===== src/sv/lru_kv_pkg.sv =====
// Package for the LRU key-value cache: opcode and status codes,
// fixed port widths of the command and result fields.
// No dependencies.
`default_nettype none

package lru_kv_pkg;

  localparam int unsigned OpcodeW   = 3;
  localparam int unsigned KeyPortW  = 32;
  localparam int unsigned ValPortW  = 32;
  localparam int unsigned CapPortW  = 4;
  localparam int unsigned StatusW   = 2;

  typedef enum logic [OpcodeW-1:0] {
    OP_GET    = 3'd0,
    OP_PUT    = 3'd1,
    OP_ERASE  = 3'd2,
    OP_CLEAR  = 3'd3,
    OP_RESIZE = 3'd4
  } op_e;

  typedef enum logic [StatusW-1:0] {
    ST_OK       = 2'd0,
    ST_ZERO_CAP = 2'd1,
    ST_BAD_OP   = 2'd2
  } status_e;

endpackage

`default_nettype wire


===== src/sv/lru_key_value_cache.sv =====
// Fully associative key-value cache with least-recently-used replacement.
// Slot keys are compared in parallel; each slot keeps an age rank.
// Depends on lru_kv_pkg.
//
//   port group   direction  qualifier          contents
//   command      in         start_i & !busy_o  opcode, key, value, capacity
//   result       out        done_o             found, value, occupancy,
//                                              capacity, status
//
// One command is taken every cycle; busy_o stays low.
// A command is registered at its transfer, evaluated against all slots in
// the next cycle, and its result is then registered from that evaluation.
// The state update is written at the same edge as the result, so a
// following command always sees it. The receiver cannot stall.
// Reset empties the cache and sets the capacity to DEPTH.
`default_nettype none

module lru_key_value_cache
  import lru_kv_pkg::*;
#(
  parameter int unsigned DEPTH       = 8,
  parameter int unsigned KEY_WIDTH   = 32,
  parameter int unsigned VALUE_WIDTH = 32
) (
  input  wire logic                clk_i,
  input  wire logic                rst_ni,
  input  wire logic                start_i,
  output logic                     busy_o,
  input  wire logic [OpcodeW-1:0]  opcode_i,
  input  wire logic [KeyPortW-1:0] lookup_key_i,
  input  wire logic [ValPortW-1:0] write_value_i,
  input  wire logic [CapPortW-1:0] new_capacity_i,
  output logic                     done_o,
  output logic                     found_o,
  output logic [ValPortW-1:0]      read_value_o,
  output logic [CapPortW-1:0]      occupancy_o,
  output logic [CapPortW-1:0]      current_capacity_o,
  output logic [StatusW-1:0]       status_o
);

  localparam int unsigned RankW  = (DEPTH > 1) ? $clog2(DEPTH) : 1;
  localparam int unsigned CountW = $clog2(DEPTH + 1);
  localparam int unsigned MagW   = (CountW > CapPortW) ? CountW : CapPortW;

  // command register
  logic                req_q;
  logic [OpcodeW-1:0]  op_q;
  logic [KeyPortW-1:0] key_q;
  logic [ValPortW-1:0] wval_q;
  logic [CapPortW-1:0] ncap_q;

  // slot state
  logic [KEY_WIDTH-1:0]   slot_key_q   [DEPTH];
  logic [VALUE_WIDTH-1:0] slot_value_q [DEPTH];
  logic [DEPTH-1:0]       valid_q, valid_d;
  logic [RankW-1:0]       rank_q [DEPTH];
  logic [RankW-1:0]       rank_d [DEPTH];
  logic [CountW-1:0]      count_q, count_d;
  logic [MagW-1:0]        cap_q, cap_d;

  // result register
  logic                done_q;
  logic                found_q, found_d;
  logic [ValPortW-1:0] rd_q, rd_d;
  logic [CapPortW-1:0] occ_q, cap_out_q;
  logic [StatusW-1:0]  status_q;
  status_e             status_d;

  logic                          accept;
  logic [KEY_WIDTH+KeyPortW-1:0] key_ext;
  logic [KEY_WIDTH-1:0]          key_in;
  logic [VALUE_WIDTH+ValPortW-1:0] wval_ext;
  logic [VALUE_WIDTH-1:0]        wval_in;
  logic [DEPTH-1:0]              hit, victim, vacant, free_slot, key_we;
  logic                          hit_any, evict;
  logic [RankW-1:0]              hit_rank;
  logic [VALUE_WIDTH-1:0]        hit_val;
  logic [VALUE_WIDTH+ValPortW-1:0] hit_val_ext;
  logic [MagW-1:0]               count_mag, count_d_mag, ncap_mag, ncap_sat;

  assign busy_o  = 1'b0;
  assign accept  = start_i && !busy_o;

  assign key_ext  = {KEY_WIDTH'(0), key_q};
  assign key_in   = key_ext[KEY_WIDTH-1:0];
  assign wval_ext = {VALUE_WIDTH'(0), wval_q};
  assign wval_in  = wval_ext[VALUE_WIDTH-1:0];

  assign count_mag = MagW'(count_q);
  assign ncap_mag  = MagW'(ncap_q);
  assign ncap_sat  = (ncap_mag > MagW'(DEPTH)) ? MagW'(DEPTH) : ncap_mag;
  assign evict     = (count_mag >= cap_q);

  always_comb begin
    hit_any  = 1'b0;
    hit_rank = '0;
    hit_val  = '0;
    for (int i = 0; i < DEPTH; i++) begin
      hit[i]    = valid_q[i] && (slot_key_q[i] == key_in);
      victim[i] = valid_q[i] && ((MagW'(rank_q[i]) + MagW'(1)) == count_mag);
      hit_any   = hit_any | hit[i];
      hit_rank  = hit_rank | (hit[i] ? rank_q[i] : '0);
      hit_val   = hit_val | (hit[i] ? slot_value_q[i] : '0);
    end
  end

  assign hit_val_ext = {ValPortW'(0), hit_val};
  assign vacant      = ~valid_q | (evict ? victim : '0);

  always_comb begin
    logic taken;
    taken     = 1'b0;
    free_slot = '0;
    for (int i = 0; i < DEPTH; i++) begin
      free_slot[i] = vacant[i] && !taken;
      taken        = taken | vacant[i];
    end
  end

  always_comb begin
    valid_d  = valid_q;
    rank_d   = rank_q;
    count_d  = count_q;
    cap_d    = cap_q;
    key_we   = '0;
    found_d  = 1'b0;
    rd_d     = '0;
    status_d = ST_OK;
    if (req_q) begin
      unique case (op_e'(op_q))
        OP_GET, OP_PUT: begin
          if (hit_any) begin
            found_d = 1'b1;
            if (op_e'(op_q) == OP_GET) begin
              rd_d = hit_val_ext[ValPortW-1:0];
            end
            for (int i = 0; i < DEPTH; i++) begin
              if (hit[i]) begin
                rank_d[i] = '0;
              end else if (valid_q[i] && rank_q[i] < hit_rank) begin
                rank_d[i] = rank_q[i] + RankW'(1);
              end
            end
          end else if (op_e'(op_q) == OP_PUT) begin
            for (int i = 0; i < DEPTH; i++) begin
              if (evict && victim[i]) begin
                valid_d[i] = 1'b0;
                rank_d[i]  = '0;
              end else if (valid_q[i]) begin
                rank_d[i] = rank_q[i] + RankW'(1);
              end
              if (free_slot[i]) begin
                valid_d[i] = 1'b1;
                rank_d[i]  = '0;
              end
            end
            key_we  = free_slot;
            count_d = evict ? count_q : count_q + CountW'(1);
          end
        end
        OP_ERASE: begin
          if (hit_any) begin
            found_d = 1'b1;
            for (int i = 0; i < DEPTH; i++) begin
              if (hit[i]) begin
                valid_d[i] = 1'b0;
                rank_d[i]  = '0;
              end else if (valid_q[i] && rank_q[i] > hit_rank) begin
                rank_d[i] = rank_q[i] - RankW'(1);
              end
            end
            count_d = count_q - CountW'(1);
          end
        end
        OP_CLEAR: begin
          valid_d = '0;
          for (int i = 0; i < DEPTH; i++) begin
            rank_d[i] = '0;
          end
          count_d = '0;
        end
        OP_RESIZE: begin
          if (ncap_q == '0) begin
            status_d = ST_ZERO_CAP;
          end else begin
            cap_d = ncap_sat;
            for (int i = 0; i < DEPTH; i++) begin
              if (valid_q[i] && MagW'(rank_q[i]) >= ncap_sat) begin
                valid_d[i] = 1'b0;
                rank_d[i]  = '0;
              end
            end
            if (count_mag > ncap_sat) begin
              count_d = CountW'(ncap_sat);
            end
          end
        end
        default: begin
          status_d = ST_BAD_OP;
        end
      endcase
    end
  end

  assign count_d_mag = MagW'(count_d);

  always_ff @(posedge clk_i or negedge rst_ni) begin
    if (!rst_ni) begin
      req_q   <= 1'b0;
      done_q  <= 1'b0;
      valid_q <= '0;
      count_q <= '0;
      cap_q   <= MagW'(DEPTH);
      for (int i = 0; i < DEPTH; i++) begin
        rank_q[i] <= '0;
      end
    end else begin
      req_q   <= accept;
      done_q  <= req_q;
      valid_q <= valid_d;
      count_q <= count_d;
      cap_q   <= cap_d;
      rank_q  <= rank_d;
    end
  end

  always_ff @(posedge clk_i) begin
    if (accept) begin
      op_q   <= opcode_i;
      key_q  <= lookup_key_i;
      wval_q <= write_value_i;
      ncap_q <= new_capacity_i;
    end
    for (int i = 0; i < DEPTH; i++) begin
      if (key_we[i]) begin
        slot_key_q[i] <= key_in;
      end
      if (key_we[i] || (req_q && op_e'(op_q) == OP_PUT && hit[i])) begin
        slot_value_q[i] <= wval_in;
      end
    end
    found_q   <= found_d;
    rd_q      <= rd_d;
    occ_q     <= count_d_mag[CapPortW-1:0];
    cap_out_q <= cap_d[CapPortW-1:0];
    status_q  <= status_d;
  end

  assign done_o             = done_q;
  assign found_o            = found_q;
  assign read_value_o       = rd_q;
  assign occupancy_o        = occ_q;
  assign current_capacity_o = cap_out_q;
  assign status_o           = status_q;

  a_count_matches_valid: assert property (@(posedge clk_i) disable iff (!rst_ni)
    32'(count_q) == $countones(valid_q))
    else $error("entry count differs from number of valid slots");

  a_count_within_cap: assert property (@(posedge clk_i) disable iff (!rst_ni)
    count_mag <= cap_q)
    else $error("entry count exceeds capacity");

  a_cap_nonzero: assert property (@(posedge clk_i) disable iff (!rst_ni)
    cap_q != '0 && cap_q <= MagW'(DEPTH))
    else $error("capacity out of range");

  a_result_follows: assert property (@(posedge clk_i) disable iff (!rst_ni)
    accept |=> ##1 done_o)
    else $error("result strobe missing two cycles after transfer");

endmodule

`default_nettype wire

===== config.mk =====
export PLATFORM = sky130hd
export DESIGN_NAME = lru_key_value_cache
export DESIGN_NICKNAME = d
export VERILOG_FILES = /design/src/sv/lru_kv_pkg.sv /design/src/sv/lru_key_value_cache.sv
export SDC_FILE = /design/constraint.sdc
export NUM_CORES = 1
export LEC_CHECK = 0
export BUFFER_PORTS_ARGS = -buffer_cell sky130_fd_sc_hd__buf_2
export CAP_MARGIN = 15
export CELL_PAD_IN_SITES_DETAIL_PLACEMENT = 0
export CELL_PAD_IN_SITES_GLOBAL_PLACEMENT = 1
export CORE_MARGIN = 2
export CORE_UTILIZATION = 35
export CTS_BUF_LIST = sky130_fd_sc_hd__clkbuf_8
export DETAILED_ROUTE_END_ITERATION = 10
export GPL_ROUTABILITY_DRIVEN = 0
export PLACE_DENSITY_LB_ADDON = 0.1
export SETUP_SLACK_MARGIN = 0.5
export SLEW_MARGIN = 20
export SYNTH_ARGS = -nofsm -noshare
export SYNTH_HDL_FRONTEND = slang
export SYNTH_SLANG_ARGS = --single-unit

===== constraint.sdc =====
create_clock -name clk_i -period 6.5 [get_ports clk_i]
set_input_delay 0.975 -clock clk_i [delete_from_list [all_inputs] [get_ports clk_i]]
set_output_delay 0.975 -clock clk_i [all_outputs]
set_load 0.02 [all_outputs]

# Word level (Yosys, flattened, before mapping)
# Memory sizes are Yosys's and may differ from the RTL's.
# Index checks and enable logic that the tools add are counted.
totals:
  register_bits: 156
  latch_bits: 0
  ram_bits: 512
  rom_bits: 0
  inputBits: 74
  out_inout_bits: 45
  wordCells: 491
  mem_count: 2
memory_table:
  columns: ["memory", "depth", "width", "read_ports", "rd_ports_with_merged_regs", "write_ports", "line_no", "text"]
  rows:
  - ["slot_key_q", 8, 32, 8, 0, 1, "lru_key_value_cache.sv:53", "logic [KEY_WIDTH-1:0] slot_key_q [DEPTH];"]
  - ["slot_value_q", 8, 32, 8, 0, 8, "lru_key_value_cache.sv:54", "logic [VALUE_WIDTH-1:0] slot_value_q [DEPTH];"]
op_classes:
  add_sub_neg: 26
  n_mul: 0
  div: 0
  order_cmp: 27
  n_eq_ne: 73
  shift: 0
  mux: 195
  bitwise_logic: 29
  n_reduce_logical: 110
op_table:
  columns: ["operator", "n"]
  rows:
  - ["$mux 32", 15]
  - ["$eq 32x32->1", 8]
  - ["$mux 3", 79]
  - ["$or 32x32->32", 7]
  - ["$reduce_or 32->1", 7]
  - ["$reduce_and 9->1", 16]
  - ["$mux 24", 4]
  - ["$pmux 24 s4", 1]
  - ["$mux 1", 73]
  - ["$mux 8", 9]
  - ["$logic_and 1x1->1", 64]
  - ["$ne 3x3->1 const B", 17]
  - ["$mux 4", 11]
  - ["$ne 2x2->1 const B", 20]
  - ["$ne 5x5->1 const B", 8]
  - ["$add 3x1->4 const B", 8]
  - ["$eq 4x4->1", 8]
  - ["$ge 3x4->1", 8]
  - ["$ne 4x4->1 const B", 8]
  - ["$pmux 8 s4", 1]
  - ["$add 3x1->3 const B", 8]
  - ["$gt 3x3->1", 8]
  - ["$lt 3x3->1", 8]
  - ["$sub 3x1->3 const B", 8]
  - ["24 further kinds", 56]

# Depth between registers and ports, before layout
logic_depth:
  word_depth: 27
  mapped_depth: 19
  mapped_depth_nobuf: 16

# Least setup slack after synthesis
# No wires, ideal clock.
synth_timing:
  kind: "register to register"
  from: "register count_q[0] (netlist: count_mag[0])"
  to: "memory slot_value_q[5][0] (netlist: slot_value_q[1][32]) (enable)"
  setup_ps: 388
  arrival_ps: 5477
  t_required_ps: 6112
  path_slack_ps: 636
  path_stages_with_launch: 16
  path_buffers: 4
  synth_period_minus_slack_ps: 5864
  cell_sequence: "dfrtp_1 -> clkbuf_1 -> clkbuf_1 -> inv_1 -> ha_1 -> nand2b_1 -> a2111oi_0 -> or2_2 -> buf_2 -> o41ai_2 -> or4_1 -> clkbuf_1 -> nor2_1 -> nand2_1 -> nor2_1 -> a21o_1"
synth_lines:
  columns: ["item", "line_no", "text"]
  rows:
  - ["start, declared", "lru_key_value_cache.sv:58", "logic [CountW-1:0] count_q, count_d;"]
  - ["start signal, assigned", "lru_key_value_cache.sv:221", "count_q <= count_d;"]
  - ["end, declared", "lru_key_value_cache.sv:54", null]

# Worst setup path after layout
layout_timing:
  from: "register key_q[26] (netlist: key_in[26])"
  to: "register rank_q[15] (netlist name)"
layout_via:
  elab_chain_cells: 14
  word_cells_on_any_way: 53
  cone_classes: "order compare (2); eq/ne (13); mux (13); bitwise (14); reduce/logical (11)"
layout_rtl:
  columns: ["item", "line_no", "text"]
  rows:
  - ["start, declared", "lru_key_value_cache.sv:48", "logic [KeyPortW-1:0] key_q;"]
  - ["start signal, assigned", "lru_key_value_cache.sv:230", "key_q <= lookup_key_i;"]
  - ["$eq 32x32->1", "lru_key_value_cache.sv:99", "hit[i] = valid_q[i] && (slot_key_q[i] == key_in);"]
  - ["$logic_and 1x1->1", "lru_key_value_cache.sv:99", null]
  - ["$mux 3", "lru_key_value_cache.sv:102", "hit_rank = hit_rank | (hit[i] ? rank_q[i] : '0);"]
  - ["$or 3x3->3 (7 in a row)", "lru_key_value_cache.sv:102", null]
  - ["$lt 3x3->1 / $gt 3x3->1 (equally long branches)", "lru_key_value_cache.sv:140, lru_key_value_cache.sv:168", null]
  - ["$logic_and 1x1->1, on equally long branches", "lru_key_value_cache.sv:140, lru_key_value_cache.sv:168", null]
  - ["$ne 4x4->1 (no line) / $ne 3x3->1 (equally long branches)", null, null]
  - ["$reduce_and 9->1 (no line)", null, null]
  - ["end signal, assigned", "lru_key_value_cache.sv:223", "rank_q <= rank_d;"]
  - ["end, declared", "lru_key_value_cache.sv:56", "logic [RankW-1:0] rank_q [DEPTH];"]
# Several ways; a longest one is shown, not always the timed one. The select of a mux whose other input is x is not followed.
# A chain may end at the register's enable or synchronous reset.

==> impl_metrics.yaml <==
clocking:
  cts_setup_buffers: 0
  clkSinkCount: 668
  cts_buffers: 117
  ctsResizeCount: 0
  cts_tree: "done"
  cts_root_buf: "clkbuf_8"
  h-tree-depth: 3
  clk_latency_ps: 790
  clockBufferDepth: 3
  cts_hold_buf: 0
  path_clk_slew_ps: 60
power:
  leakage_nw: 11.8
  report.power.total_mw: 10.8
  vdd_drop_max_mv: 0.164
  power_density_nw_per_um2: 317
timing:
  min_period_ps: 5620
  min_period_over_period: 0.864
  layout_setup_ws_ps: 882
  relSlewSlack: 0.247
  setup_viol: 0
  rsz0062_at_grt: "no"
  clock.fmax_ghz: 0.178
  setup_tns_ps: 0
  clock-skew-final_ps: 55.2
  slew_viol_final: 0
  timing_hold_violations_final: 0
  worstMarginPinSlew_ps: 1120
logic_synthesis:
  synth_edf_count: 583
  synth_area_sq_um: 29500
  syn_nets: 2247
  synthFlopType: "edfxtp_1"
  synth_seq_cells: 668
  ys_seq_area_frac: 0.659
  syn_inst: 2107
  synth_cell_type_count: 94
  synth_async_sr_flop_share: 0.0629
  yosysWarningCount: 0
  avgSynthCellArea_sq_um: 14.0
worst_setup_path:
  crit_path_max_fanout: 9
  worstSetupEndpointType: "register"
  worstPathArrival_ps: 6240
  critPathKind: "register to register"
  critPathRequiredTime_ps: 7120
  worstSetupStartpointType: "register"
final_layout:
  multi_input_area_sq_um: 9450
  area_delta_synth_final_pct: 15.6
  final_common_cell: "edfxtp_1"
  final_nets: 2469
  drive_above_1_share: 0.167
  final_cell_mix: "edfxtp_1, inv_1, xnor2_1"
  final_util: 0.408
  fill_cells: 7782
  register_area_sq_um: 19400
hold_path:
  hold_class: "input pin to asynchronous set/reset pin"
grt:
  grtUsageTotal: 0.221
  overflow: 0
  grt_pass1_wl_um: 138000
  grt_pass1_vias: 19057
  grt_max_degree: 47
  antenna_found_initial: 7
floorplanning:
  coreArea_sq_um: 83600
  io_pins: 119
  initial_core_util: 0.353
  die_w_um: 294
  rows: 106
  die_h_um: 294
  dieArea_sq_um: 86600
route:
  drtPass1Iterations: 6
  final_antenna_net_count: 0
  drt_wl_total_um: 96500
  wl_per_cell_um: 27.5
  first_iter_violations: 1986
  vias: 19549
  vias_per_cell: 5.57
  drc_errors: 0
run_status:
  status: "completed"
placement:
  place_ws_ps: 1050
  hpwl_um: 63400
  numPortBuffers: 117
flow_run:
  maxCapViolCount: 0
==> critical path, cell delays in order, from the launching register on <==
cell and delay (ps):
edfxtp_1 800, buf_4 300, xnor2_1 140, nand4_1 310, nor4_1 960, and3_2 490
a22o_1 230, a221oi_1 70, nand3_1 500, ha_1 290, a21boi_0 100, a2111oi_0 520
o311ai_2 160, nor2_1 230, mux2_1 340
==> final cells by class <==
cell class | count | share of cell area
repair buffers | 197 | 0.0360
diodes | 1 | 0.0000734
flip-flops and latches | 668 | 0.570
inverters | 81 | 0.00892
clock inverters | 92 | 0.0169
clock buffers | 127 | 0.0513
well taps | 1080 | 0.0396
multi-input cells | 1264 | 0.277
==> synthesized netlist by cell type (14+ instances only) <==
cell / number / area (sq um)
dfrtp_1: 41 / 1030
nor2b_1: 19 / 119
a22oi_1: 72 / 541
ha_1: 66 / 826
edfxtp_1: 583 / 17500
inv_1: 80 / 300
nand3_1: 44 / 220
a21oi_1: 46 / 230
a31oi_1: 42 / 263
nand2b_1: 46 / 288
a22o_1: 40 / 350
mux2i_1: 15 / 150
dfxtp_1: 43 / 861
a221oi_1: 34 / 298
nor2_1: 55 / 206
nor3_1: 35 / 175
clkbuf_1: 52 / 195
nor4_1: 51 / 319
xor2_1: 136 / 1190
o21ai_0: 48 / 240
or3_1: 14 / 87.6
nand2_1: 65 / 244
nand4_1: 58 / 363
o211ai_1: 19 / 143
xnor2_1: 138 / 1210
buf_2: 33 / 165
or4_1: 23 / 173
==> per-layer routing <==
| metal | wire [um] | GRT usage | up-vias |
|---|---|---|---|
| li1 | - | - | 8671 |
| met1 | 45900 | 0.332 | 9883 |
| met2 | 41000 | 0.319 | 813 |
| met3 | 6740 | 0.0444 | 178 |
| met4 | 2830 | 0.0721 | 4 |
| met5 | 27 | 0 | - |
==> cells by family (layout without fill, tap and decap cells) <==
logic type,Yosys count,count (layout),synth area share
xor gates and xnor gates,274,274,0.0814
other,1,2,0.000127
adders and majority gates,67,67,0.0283
AOI/OAI and AO/OA,425,425,0.107
DFF,668,668,0.659
muxes,23,23,0.00815
buffers and inverters,175,497,0.0243
and+or+nand+nor,474,474,0.0919
==> flip-flops by register name (all words and copies together) (netlist names), 8 cells and up <==
signal        flops
slot_key_q      256
key_in           32
valid_q           8
read_value_o     32
wval_in          32
rank_q           24
slot_value_q    256
==> power by group <==
| group | internal [mW] | total, mW | switching [mW] |
|---|---|---|---|
| sequential | 4.87 | 5.24 | 0.369 |
| clock | 2.01 | 3.83 | 1.82 |
| combinational | 0.677 | 1.73 | 1.06 |
| total | 7.56 | 10.8 | 3.24 |
==> stage by stage <==
stage	cell area (sq um)	cells	hold WS, ps
final	34100	3510	328
after global placement	31700	3290	517
after CTS	34100	3509	269
after floorplan	29500	2107	455
after global routing	34100	3510	311
after detailed placement	31700	3290	519
==> path summary, 6_finish.rpt <==
kind	end	depth (start not counted)	slack, ps	from
setup reg to reg	rank_q[15]$_DFFE_PN0P_	14	880	key_in[26]$_DFFE_PP_
max in group asynchronous	rank_q[5]$_DFFE_PN0P_	2	5680	rst_ni
min in group clk_i	wval_in[4]$_DFFE_PP_	1	360	write_value_i[4]
hold / removal	rank_q[20]$_DFFE_PN0P_	2	330	rst_ni
setup / recovery	rank_q[15]$_DFFE_PN0P_	14	880	key_in[26]$_DFFE_PP_
hold reg to reg	read_value_o[16]$_SDFF_PN0_	2	540	slot_value_q[1][112]$_DFFE_PP_
(Power assumes the default switching activity.)
